### config.mk
export PLATFORM = sky130hd
export DESIGN_NAME = signed_int_to_decimal_ascii_core
export DESIGN_NICKNAME = d
export VERILOG_FILES = /design/src/rtl/core/sitd_pkg.sv /design/src/rtl/core/sitd_dabble_stage.sv /design/src/rtl/core/sitd_serializer.sv /design/src/rtl/core/signed_int_to_decimal_ascii_core.sv
export SDC_FILE = /design/constraint.sdc
export NUM_CORES = 1
export LEC_CHECK = 0
export BUFFER_PORTS_ARGS = -buffer_cell sky130_fd_sc_hd__clkbuf_2
export CELL_PAD_IN_SITES_DETAIL_PLACEMENT = 0
export CELL_PAD_IN_SITES_GLOBAL_PLACEMENT = 1
export CORE_ASPECT_RATIO = 0.9
export CORE_MARGIN = 3
export CORE_UTILIZATION = 51
export CTS_BUF_LIST = sky130_fd_sc_hd__clkbuf_4 sky130_fd_sc_hd__clkbuf_8
export DETAILED_ROUTE_END_ITERATION = 7
export GPL_TIMING_DRIVEN = 1
export HOLD_SLACK_MARGIN = 0.03
export PLACE_DENSITY = 0.84
export SYNTH_ARGS = -nofsm -noshare
export SYNTH_HDL_FRONTEND = slang
export SYNTH_SLANG_ARGS = --single-unit
### constraint.sdc
create_clock -name clk -period 8.5 [get_ports clk]
set_input_delay 0.425 -clock clk [delete_from_list [all_inputs] [get_ports clk]]
set_output_delay 0.425 -clock clk [all_outputs]
set_load 0.02 [all_outputs]
### src/rtl/core/sitd_pkg.sv
`timescale 1ns / 1ps
// Shared types, constants and the binary to BCD step for the integer to ASCII core.
package sitd_pkg;

    localparam int VALUE_W     = 32;
    localparam int DIGITS      = 10;
    localparam int BCD_W       = DIGITS * 4;
    localparam int STEP_BITS   = 8;
    localparam int NUM_STAGES  = VALUE_W / STEP_BITS;
    localparam int IDX_W       = 4;
    localparam int CHAR_W      = 6;

    localparam logic [CHAR_W-1:0] CHAR_MINUS = 6'd45;
    localparam logic [CHAR_W-1:0] CHAR_ZERO  = 6'd48;

    typedef struct packed {
        logic               neg;
        logic [BCD_W-1:0]   bcd;
        logic [VALUE_W-1:0] bin;
    } word_t;

    function automatic word_t dabble_step(input word_t w);
        word_t r;
        logic [BCD_W-1:0] adj;
        r = w;
        for (int d = 0; d < DIGITS; d++)
        begin
            if (w.bcd[d*4 +: 4] >= 4'd5)
            begin
                adj[d*4 +: 4] = w.bcd[d*4 +: 4] + 4'd3;
            end
            else
            begin
                adj[d*4 +: 4] = w.bcd[d*4 +: 4];
            end
        end
        r.bcd = {adj[BCD_W-2:0], w.bin[VALUE_W-1]};
        r.bin = {w.bin[VALUE_W-2:0], 1'b0};
        return r;
    endfunction

endpackage

### src/rtl/core/sitd_dabble_stage.sv
`timescale 1ns / 1ps
// One pipeline stage of the binary to BCD converter: several shift-and-adjust steps.
module sitd_dabble_stage
(
    input  logic            clk,
    input  logic            rst_n,
    input  logic            in_valid,
    input  sitd_pkg::word_t in_word,
    output logic            in_ready,
    output logic            out_valid,
    output sitd_pkg::word_t out_word,
    input  logic            out_ready
);

    logic            valid_reg;
    sitd_pkg::word_t word_reg;
    sitd_pkg::word_t word_next;
    logic            load;

    assign load     = !valid_reg || out_ready;
    assign in_ready = load;

    always_comb
    begin
        word_next = in_word;
        for (int s = 0; s < sitd_pkg::STEP_BITS; s++)
        begin
            word_next = sitd_pkg::dabble_step(word_next);
        end
    end

    always_ff @(posedge clk or negedge rst_n)
    begin
        if (!rst_n)
        begin
            valid_reg <= 1'b0;
        end
        else if (load)
        begin
            valid_reg <= in_valid;
        end
    end

    always_ff @(posedge clk)
    begin
        if (load && in_valid)
        begin
            word_reg <= word_next;
        end
    end

    assign out_valid = valid_reg;
    assign out_word  = word_reg;

endmodule

### src/rtl/core/sitd_serializer.sv
`timescale 1ns / 1ps
// Character serializer: emits sign and significant BCD digits one per cycle.
module sitd_serializer
(
    input  logic                          clk,
    input  logic                          rst_n,
    input  logic                          in_valid,
    input  sitd_pkg::word_t               in_word,
    output logic                          in_ready,
    output logic                          char_strobe,
    output logic [sitd_pkg::CHAR_W-1:0]   char_code,
    output logic                          last_char
);

    logic                            active_reg;
    logic                            minus_reg;
    logic [sitd_pkg::IDX_W-1:0]      idx_reg;
    logic [sitd_pkg::BCD_W-1:0]      bcd_reg;
    logic [sitd_pkg::IDX_W-1:0]      top_idx;
    logic                            final_now;
    logic                            load;
    logic [3:0]                      digit;

    always_comb
    begin
        top_idx = '0;
        for (int i = 0; i < sitd_pkg::DIGITS; i++)
        begin
            if (in_word.bcd[i*4 +: 4] != 4'd0)
            begin
                top_idx = sitd_pkg::IDX_W'(i);
            end
        end
    end

    assign final_now = active_reg && !minus_reg && (idx_reg == '0);
    assign in_ready  = !active_reg || final_now;
    assign load      = in_ready && in_valid;

    always_ff @(posedge clk or negedge rst_n)
    begin
        if (!rst_n)
        begin
            active_reg <= 1'b0;
            minus_reg  <= 1'b0;
            idx_reg    <= '0;
        end
        else if (load)
        begin
            active_reg <= 1'b1;
            minus_reg  <= in_word.neg;
            idx_reg    <= top_idx;
        end
        else if (final_now)
        begin
            active_reg <= 1'b0;
        end
        else if (active_reg)
        begin
            if (minus_reg)
            begin
                minus_reg <= 1'b0;
            end
            else
            begin
                idx_reg <= idx_reg - 1'b1;
            end
        end
    end

    always_ff @(posedge clk)
    begin
        if (load)
        begin
            bcd_reg <= in_word.bcd;
        end
    end

    assign digit       = bcd_reg[idx_reg*4 +: 4];
    assign char_strobe = active_reg;
    assign char_code   = minus_reg ? sitd_pkg::CHAR_MINUS
                                   : sitd_pkg::CHAR_ZERO + {2'b00, digit};
    assign last_char   = final_now;

endmodule

### src/rtl/core/signed_int_to_decimal_ascii_core.sv
`timescale 1ns / 1ps
// Top level: signed 32-bit integer to decimal ASCII text, one character per cycle.
//
//  Channel  Signals                        Direction  Handshake
//  input    start, busy, value[31:0]       in         taken when start && !busy
//  output   char_strobe, char_code[5:0],   out        one strobe per character,
//           last_char                                 no back-pressure
//
//  Path: 1 magnitude stage + 4 BCD stages, then 1 to 11 characters.
//  The serializer emits one character per cycle; a value occupies it until its last
//  character, which sets the sustained rate. Items queue in the five stages meanwhile.
//  busy rises when the magnitude stage is full and cannot advance.
//  rst_n clears all valid bits asynchronously; payload registers are not reset.
module signed_int_to_decimal_ascii_core
(
    input  logic                          clk,
    input  logic                          rst_n,
    input  logic                          start,
    output logic                          busy,
    input  logic signed [31:0]            value,
    output logic                          char_strobe,
    output logic [sitd_pkg::CHAR_W-1:0]   char_code,
    output logic                          last_char
);

    logic            s0_valid_reg;
    sitd_pkg::word_t s0_word_reg;
    sitd_pkg::word_t s0_word_next;
    logic            s0_load;

    logic            st_valid [0:sitd_pkg::NUM_STAGES];
    sitd_pkg::word_t st_word  [0:sitd_pkg::NUM_STAGES];
    logic            st_ready [0:sitd_pkg::NUM_STAGES];

    assign s0_load = !s0_valid_reg || st_ready[0];
    assign busy    = !s0_load;

    always_comb
    begin
        s0_word_next.neg = value[31];
        s0_word_next.bcd = '0;
        s0_word_next.bin = value[31] ? (32'd0 - 32'(value)) : 32'(value);
    end

    always_ff @(posedge clk or negedge rst_n)
    begin
        if (!rst_n)
        begin
            s0_valid_reg <= 1'b0;
        end
        else if (s0_load)
        begin
            s0_valid_reg <= start;
        end
    end

    always_ff @(posedge clk)
    begin
        if (s0_load && start)
        begin
            s0_word_reg <= s0_word_next;
        end
    end

    assign st_valid[0] = s0_valid_reg;
    assign st_word[0]  = s0_word_reg;

    for (genvar g = 0; g < sitd_pkg::NUM_STAGES; g++)
    begin : g_dabble
        sitd_dabble_stage u_stage
        (
            .clk       (clk),
            .rst_n     (rst_n),
            .in_valid  (st_valid[g]),
            .in_word   (st_word[g]),
            .in_ready  (st_ready[g]),
            .out_valid (st_valid[g+1]),
            .out_word  (st_word[g+1]),
            .out_ready (st_ready[g+1])
        );
    end

    sitd_serializer u_ser
    (
        .clk         (clk),
        .rst_n       (rst_n),
        .in_valid    (st_valid[sitd_pkg::NUM_STAGES]),
        .in_word     (st_word[sitd_pkg::NUM_STAGES]),
        .in_ready    (st_ready[sitd_pkg::NUM_STAGES]),
        .char_strobe (char_strobe),
        .char_code   (char_code),
        .last_char   (last_char)
    );

endmodule
# Word-level counts from Yosys, hierarchy flattened
# Cells that the tools add are included.
# word_totals
regBits	284
word_cells	881
# classes
reduce_logical	36
addsub	268
eq_ne	2
shift	1
n_mux	285
order_cmp	265
# ops
operator	count
$ge A4 B3 Y1 const B	255
$mux W4	254
$add A4 B2 Y4 const B	234
$mux W3	22
$add A3 B2 Y3 const B	21
$shiftx A40 B7 Y4	1
$reduce_bool A4 Y1	9
$sub A1 B32 Y32 const A	1
$mux W31	1
$add A1 B2 Y3 const B	9
$ge A1 B3 Y1 const B	9
$logic_and A1 B1 Y1	8
$logic_not A1 Y1	8
$mux W1	7
$add A5 B5 Y6 const A	1
$logic_or A1 B1 Y1	6
$mux W6	1
$logic_not A4 Y1	1
$ne A2 B2 Y1 const B	2
$reduce_bool A2 Y1	2
$sub A4 B1 Y4 const B	1
$add A1 B2 Y3 const AB	1
$ge A1 B3 Y1 const AB	1
$reduce_and A3 Y1	1
$reduce_and A2 Y1	1

# Longest topological paths before layout
# Gate-level depths: netlist (run 1).
# logic_depth
word_depth	16
depth_mapped	38

# Hierarchy
# Synthesis (run 1) repeated with hierarchy kept, for this count alone.
# unflattened
hier_cells	7043
area_unflattened_um2	55889.9
# modules_own_cells
mod	seq_area_each_um2	cells_each	area_each_um2	instances
sitd_dabble_stage	1976.9	1693	12990.0	4
sitd_serializer	1351.3	129	2095.8	1
signed_int_to_decimal_ascii_core	1016.0	142	1834.3	1

# Worst setup path after synthesis (run 1)
# Ideal clock, no wire load.
# synth_path
kind	reg-to-reg
start	reg g_dabble[0].u_stage.word_reg, in the netlist g_dabble[0].u_stage.out_word[32]
end	reg g_dabble[1].u_stage.word_reg, in the netlist g_dabble[1].u_stage.out_word[41], data pin
slack_ps	2006
period_less_slack_ps	6494
setup_ps	254
n_path_buf	2
t_arrival_ps	6240
path_stages_with_launch	35
required_time_ps	8246
path_cell_list	edfxtp_1 > clkbuf_1 > inv_1 > ha_1 > nand2b_2 > or3b_1 > and2_1 > buf_6 > clkinv_2 > o21ai_1 > xnor2_2 > inv_2 > ha_1 > nor3_1 > o21a_1 > mux2i_1 > inv_1 > ha_1 > o21ai_0 > a21oi_1 > nor2_1 > ha_1 > or3_1 > a211oi_1 > nor2_1 > inv_1 > ha_1 > a2111oi_2 > a211oi_1 > o31ai_4 > ha_1 > o21a_1 > o22ai_1 > o21ai_0 > a21o_1
# synth_lines
item	line_no	rtl
start, declared	sitd_dabble_stage.sv:16	sitd_pkg::word_t word_reg;
start signal, assigned	sitd_dabble_stage.sv:48	word_reg <= word_next;
end signal, assigned	sitd_dabble_stage.sv:48	
end, declared	sitd_dabble_stage.sv:16	

==> results of run 1 <==
## synth_stat cells (17+ instances only)
cell type,instances
a211o_1,22
a211oi_1,61
a21boi_0,26
a21o_1,52
a21oi_1,209
a21oi_2,19
a31oi_1,47
and2_1,40
and3_1,25
buf_2,17
clkbuf_1,59
edfxtp_1,227
ha_1,146
inv_1,211
mux2_2,56
mux2i_1,91
nand2_1,279
nand2b_1,78
nand3_1,89
nor2_1,244
nor2b_1,48
nor3_1,69
o211ai_1,45
o21a_1,43
o21ai_0,228
o21ai_1,44
o21bai_1,26
o221ai_1,18
o22ai_1,35
o31ai_1,19
or2_2,38
or3_1,38
xnor2_1,105
xor2_1,29
## metal layers
| layer | GRT usage, % | vias to the layer above | wire length (um) |
|---|---|---|---|
| met5 | 0 | - | 0 |
| met4 | 3.96 | 0 | 728 |
| met3 | 2.41 | 54 | 2170 |
| met2 | 32.6 | 452 | 26200 |
| met1 | 27.7 | 11300 | 28600 |
| li1 | - | 12400 | - |
## layout by cell type, fill, tap and decap left out, drive strengths merged, types with 18 or more instances in the layout
cell,netlist,final
mux2,64,64
inv,224,227
o31ai,24,24
nor2b,49,49
o221ai,18,18
xor2,32,32
and2,40,40
a31oi,52,52
o22ai,39,39
o21a,44,44
mux2i,102,102
nand3,89,89
nand2b,80,80
or2,54,54
xnor2,122,122
and3,28,28
nor2,248,248
a211oi,69,69
a21boi,34,34
a211o,22,22
nand2,281,281
a21oi,230,230
o21bai,26,26
nor3,71,71
edfxtp,227,227
clkbuf,60,96
o211ai,51,51
o21ai,280,280
or3,38,38
ha,146,146
a21o,53,53
## stage by stage
| step | hold WS (ns) | std cells | cell area, um2 | worst slack [ns] |
|---|---|---|---|---|
| 4_1_cts | 0.0869 | 4000 | 29200 | 1.08 |
| 3_3_place_gp | 0.340 | 3921 | 28200 | 1.49 |
| 5_1_grt | 0.110 | 4000 | 29200 | 0.0902 |
| 3_5_place_dp | 0.351 | 3921 | 28200 | 1.09 |
| 2_1_floorplan | 0.129 | 3264 | 27400 | 2.01 |
| 6_report | 0.145 | 4000 | 29200 | 0.985 |
## logic make-up after synthesis
group | after synthesis | share of synthesized area, %
fa+ha+maj | 149 | 6.79
flops | 238 | 25.9
xor+xnor | 156 | 5.76
mux | 175 | 7.40
simple gates | 1063 | 19.4
other cells | 1 | 0.0137
buf+inv | 312 | 4.45
compound gates | 1170 | 30.3
## layout make-up
cell class | count | share of cell area (%)
flip-flops and latches | 238 | 24.3
well taps | 688 | 2.95
multi-input cells | 2714 | 65.4
repair buffers | 57 | 1.13
clock inverters | 22 | 0.939
clock buffers | 54 | 2.35
inverters | 227 | 2.93
## path summary, 6_finish.rpt
kind                                                       start                                to  cells past startpoint
worst min register to register  g_dabble[1].u_stage.out_word[21]  g_dabble[2].u_stage.out_word[29]                      0
worst max register to register  g_dabble[1].u_stage.out_word[48]  g_dabble[2].u_stage.out_word[60]                     33
worst max-delay path            g_dabble[1].u_stage.out_word[48]  g_dabble[2].u_stage.out_word[60]                     33
worst min-delay path                                    value[6]                    s0_word_reg[6]                      2
max in group asynchronous                                  rst_n     g_dabble[2].u_stage.out_valid                      2
min in group asynchronous                                  rst_n                      s0_valid_reg                      2
## worst max-delay path: cells and delay by family, from the launching register on
kind,cells,cell delay [ns]
XOR/XNOR,3,0.69
AO/OA/AOI/OAI,14,3.37
multiplexers,1,0.68
flip-flops,1,0.43
adder cells (fa/ha/maj),5,1.04
AND/OR/NAND/NOR,6,0.57
buffers and inverters,4,0.45
## repair_timing
item                      in CTS  in global routing
hold buffers                   3                  0
buffers inserted               0                  0
resized for setup              0                  0
hold endpoints to repair      13                  0
==> run metrics, run 1 <==
Util after Layout=55.7%; Clock Pin Slew Worst Setup and Hold Paths=0.06 ns; Largest stage delay, worst path=0.68 ns; share of the synthesized area in the top cell type=24.9%; Mapped Nets=3,445; critical path type=reg -> reg; Sequential Area=0.00709 mm2; routability cong.=0.841; Syn Area/Cell=8.39 um2; Die X=250 um; largest net degree at the start of global routing=47; I/O Pins=44; synth warn=0; RSZ-0062 raised after global routing=false; chip height=226 um; area leader, netlist=edfxtp_1; Starting Density=52.3%; Multi-input gate area=0.0191 mm2; drt first-iter violations=1,789; vias per cell=6.06; sequential fraction of the synthesis area=25.9%; area grow syn2layout=6.61%; worst-path cell with the longest stage delay=mux2i_1; IO buf count=42; vias in the first global route=22,100; initial antenna violation count=0; CP arrival=7.85 ns; Worst R2R Setup Slack=0.99 ns; grt ovf=0; fillers=4,730; status=finished clean; Distinct cells, synth=142; WL/cell=14.4 um; worst endpoint required time=8.84 ns; CTS H-tree depth=2; setup tns final=0 ns; Slew @ Worst Pin=0.985 ns; Min-Delay Path Class=in -> reg; via count=24,200; GRT Overall Usage=19.7%; crit-path max FO=10; # rows=79; Root Buffer=clkbuf_8; Syn Inst Count=3,264; f_max=0.133 GHz; DRC=0; Num CTS Buffers=42; EDFF count, synth=227; Slew Limit Fails=0; Async SR Flop Fraction=4.62%; Synth area leaders=edfxtp_1 25%, ha_1 6.7%, o21ai_0 4.2%; Synth Register Bits=238; Antenna diodes=0; Cell Area, Synth=0.0274 mm2; CORE AREA=0.0524 mm2; Min Clock Period, post-route=7.51 ns; hpwl dp=43,600 um; Num Clock Sinks=238; ys flop type=edfxtp_1; Clock Latency Late Sink=0.60 ns; Largest register FFs=154; Final Cycle Share=88.4%; Final ANT Viol Nets=0; Rel. slew slack=33.6%; fin nets=3,461; CTS tree=done; maximum clock path buffer count=3; first-pass iteration count of the detailed router=8; Final Hold Violating Endpoints=0; Final Skew=0.0302 ns; Max-Cap Viols=0; CP endpoint kind=register; die area=0.0565 mm2; WL final=57,700 um; startpoint type of the worst setup path=register; Setup-failing EPs final=0; first-pass GRT wire length=99,300 um; share of cells above drive strength 1=12.6%
Power of run 1 is not shown: default switching activity piles up to over one toggle a cycle in this logic, so the estimate is an artifact.
==> run 2, diff against run 1 <==
--- a/config.mk
+++ b/config.mk
@@ -10,12 +10,13 @@
 export CELL_PAD_IN_SITES_GLOBAL_PLACEMENT = 1
 export CORE_ASPECT_RATIO = 0.9
 export CORE_MARGIN = 3
-export CORE_UTILIZATION = 51
-export CTS_BUF_LIST = sky130_fd_sc_hd__clkbuf_4 sky130_fd_sc_hd__clkbuf_8
+export CORE_UTILIZATION = 50
+export CTS_BUF_LIST = sky130_fd_sc_hd__clkbuf_4 sky130_fd_sc_hd__clkbuf_8 sky130_fd_sc_hd__clkbuf_16
 export DETAILED_ROUTE_END_ITERATION = 7
 export GPL_TIMING_DRIVEN = 1
 export HOLD_SLACK_MARGIN = 0.03
-export PLACE_DENSITY = 0.84
+export MAX_ROUTING_LAYER = met4
+export PLACE_DENSITY = 0.83
 export SYNTH_ARGS = -nofsm -noshare
 export SYNTH_HDL_FRONTEND = slang
 export SYNTH_SLANG_ARGS = --single-unit
==> run metrics, run 2 (same netlist as run 1, synthesis figures left out) <==
Final Skew=0.0208 ns; CORE AREA=0.0536 mm2; Slew @ Worst Pin=1.02 ns; die area=0.0576 mm2; Largest stage delay, worst path=0.68 ns; first-pass iteration count of the detailed router=6; Root Buffer=clkbuf_16; Worst Hold Launch=value[0]; Hold Path Depth=1; critical path type=reg -> reg; Multi-input gate area=0.0191 mm2; first-pass GRT wire length=101,000 um; largest net degree at the start of global routing=47; Reg-to-Reg End=g_dabble[2].u_stage.out_word[60]; startpoint type of the worst setup path=register; Final ANT Viol Nets=0; worst-path cell with the longest stage delay=mux2i_1; CP endpoint kind=register; routability cong.=0.828; Hold Slack=0.0726 ns; fillers=4,803; Slew Limit Fails=0; commonest non-fill, non-tap cell in the layout=nand2_1; CTS tree=done; worst reg2reg path depth=33; chip height=228 um; setup tns final=0 ns; I/O Pins=44; # rows=80; Max-Cap Viols=0; Worst R2R Setup Slack=1.02 ns; CTS H-tree depth=1; Clock Latency Late Sink=0.57 ns; Sequential Area=0.00709 mm2; Num CTS Buffers=28; maximum clock path buffer count=3; Largest register FFs=154; IO buf count=42; WL final=57,700 um; Final Hold Violating Endpoints=0; WL/cell=14.5 um; worst endpoint required time=8.79 ns; share of cells above drive strength 1=12.0%; hpwl dp=44,000 um; Setup-failing EPs final=0; grt ovf=0; area grow syn2layout=6.38%; Antenna diodes=0; drt first-iter violations=1,614; Die X=253 um; RSZ-0062 raised after global routing=false; Final Cycle Share=88.0%; vias in the first global route=22,200; commonest cells after routing, fill and taps aside=279 x nand2_1, 244 x nor2_1, 227 x edfxtp_1; vias per cell=6.04; Worst Hold Endpoint=s0_word_reg[0]; initial antenna violation count=1; via count=24,100; status=finished clean; GRT Overall Usage=20.1%; Starting Density=51.1%; Rel. slew slack=31.5%; fin nets=3,444; crit-path max FO=10; Min Clock Period, post-route=7.48 ns; Num Clock Sinks=238; CP arrival=7.77 ns; DRC=0; Min-Delay Path Class=in -> reg; reg2reg start=g_dabble[1].u_stage.out_word[48]; Clock Pin Slew Worst Setup and Hold Paths=0.06 ns; f_max=0.134 GHz; post-cts resize count=0
[run 2: cell count changes in the layout (fill, tap and decap cells not counted), sizes merged]
| cell | delta |
|---|---|
| clkbuf | -22 |
| bufinv | -5 |
| clkinv | +2 |
| dlygate4sd3 | -2 |
| buf | -1 |
| clkinvlp | +1 |
[run 2: what timing repair did]
action | CTS | global route
setup buffers | 0 | 0
hold buffers | 1 | 0
endpoints found under the hold margin | 11 | 0
[run 2: per-layer routing]
layer	global-route usage [%]	vias up	share of wire, %
met5	-	-	0
met3	2.14	35	3.7
met1	27.6	11200	49
li1	-	12400	-
met2	33.0	438	46
met4	2.85	0	1.0
[run 2: per-stage QoR]
step / instance area (um2) / cells / setup WS (ns) / utilization, %
floorplan: 27400 / 3264 / 2.01 / -
global placement: 28200 / 3929 / 1.42 / 52.7
detailed placement: 28200 / 3929 / 1.15 / 52.7
CTS: 29100 / 3982 / 1.11 / 54.4
global route: 29100 / 3982 / 0.252 / 54.4
finish: 29100 / 3982 / 1.02 / 54.4
[run 2: area by class of cell]
class,instances,area share [%]
multi-input combinational,2714,65.5
sequential,238,24.4
tap,697,2.99
inverter,227,2.93
clock buffer,32,2.57
timing repair buffer,54,1.04
clock inverter,20,0.567
[run 2: worst max-delay path by stage]
stage,start,end,slack (ns),cells after the start
finish,g_dabble[1].u_stage.out_word[48],g_dabble[2].u_stage.out_word[60],1.02,33
global route,g_dabble[1].u_stage.out_word[48],g_dabble[2].u_stage.out_word[60],0.25,36
CTS,g_dabble[1].u_stage.out_word[48],g_dabble[2].u_stage.out_word[60],1.11,36
detailed placement,g_dabble[1].u_stage.out_word[48],g_dabble[2].u_stage.out_word[60],1.15,36
global placement,g_dabble[1].u_stage.out_word[44],g_dabble[2].u_stage.out_word[60],1.42,35
floorplan,g_dabble[0].u_stage.out_word[32],g_dabble[1].u_stage.out_word[41],2.01,34
[run 2: worst max-delay path: cells and delay by family (launching register included)]
family / cells / cell delay (ns)
AOI/OAI and AO/OA: 13 / 3.20
adders and majority gates: 5 / 1.03
muxes: 2 / 0.87
xor gates and xnor gates: 3 / 0.68
and+or+nand+nor: 6 / 0.52
buffers and inverters: 4 / 0.47
DFF: 1 / 0.44
Power of run 2 is left out for the same reason.
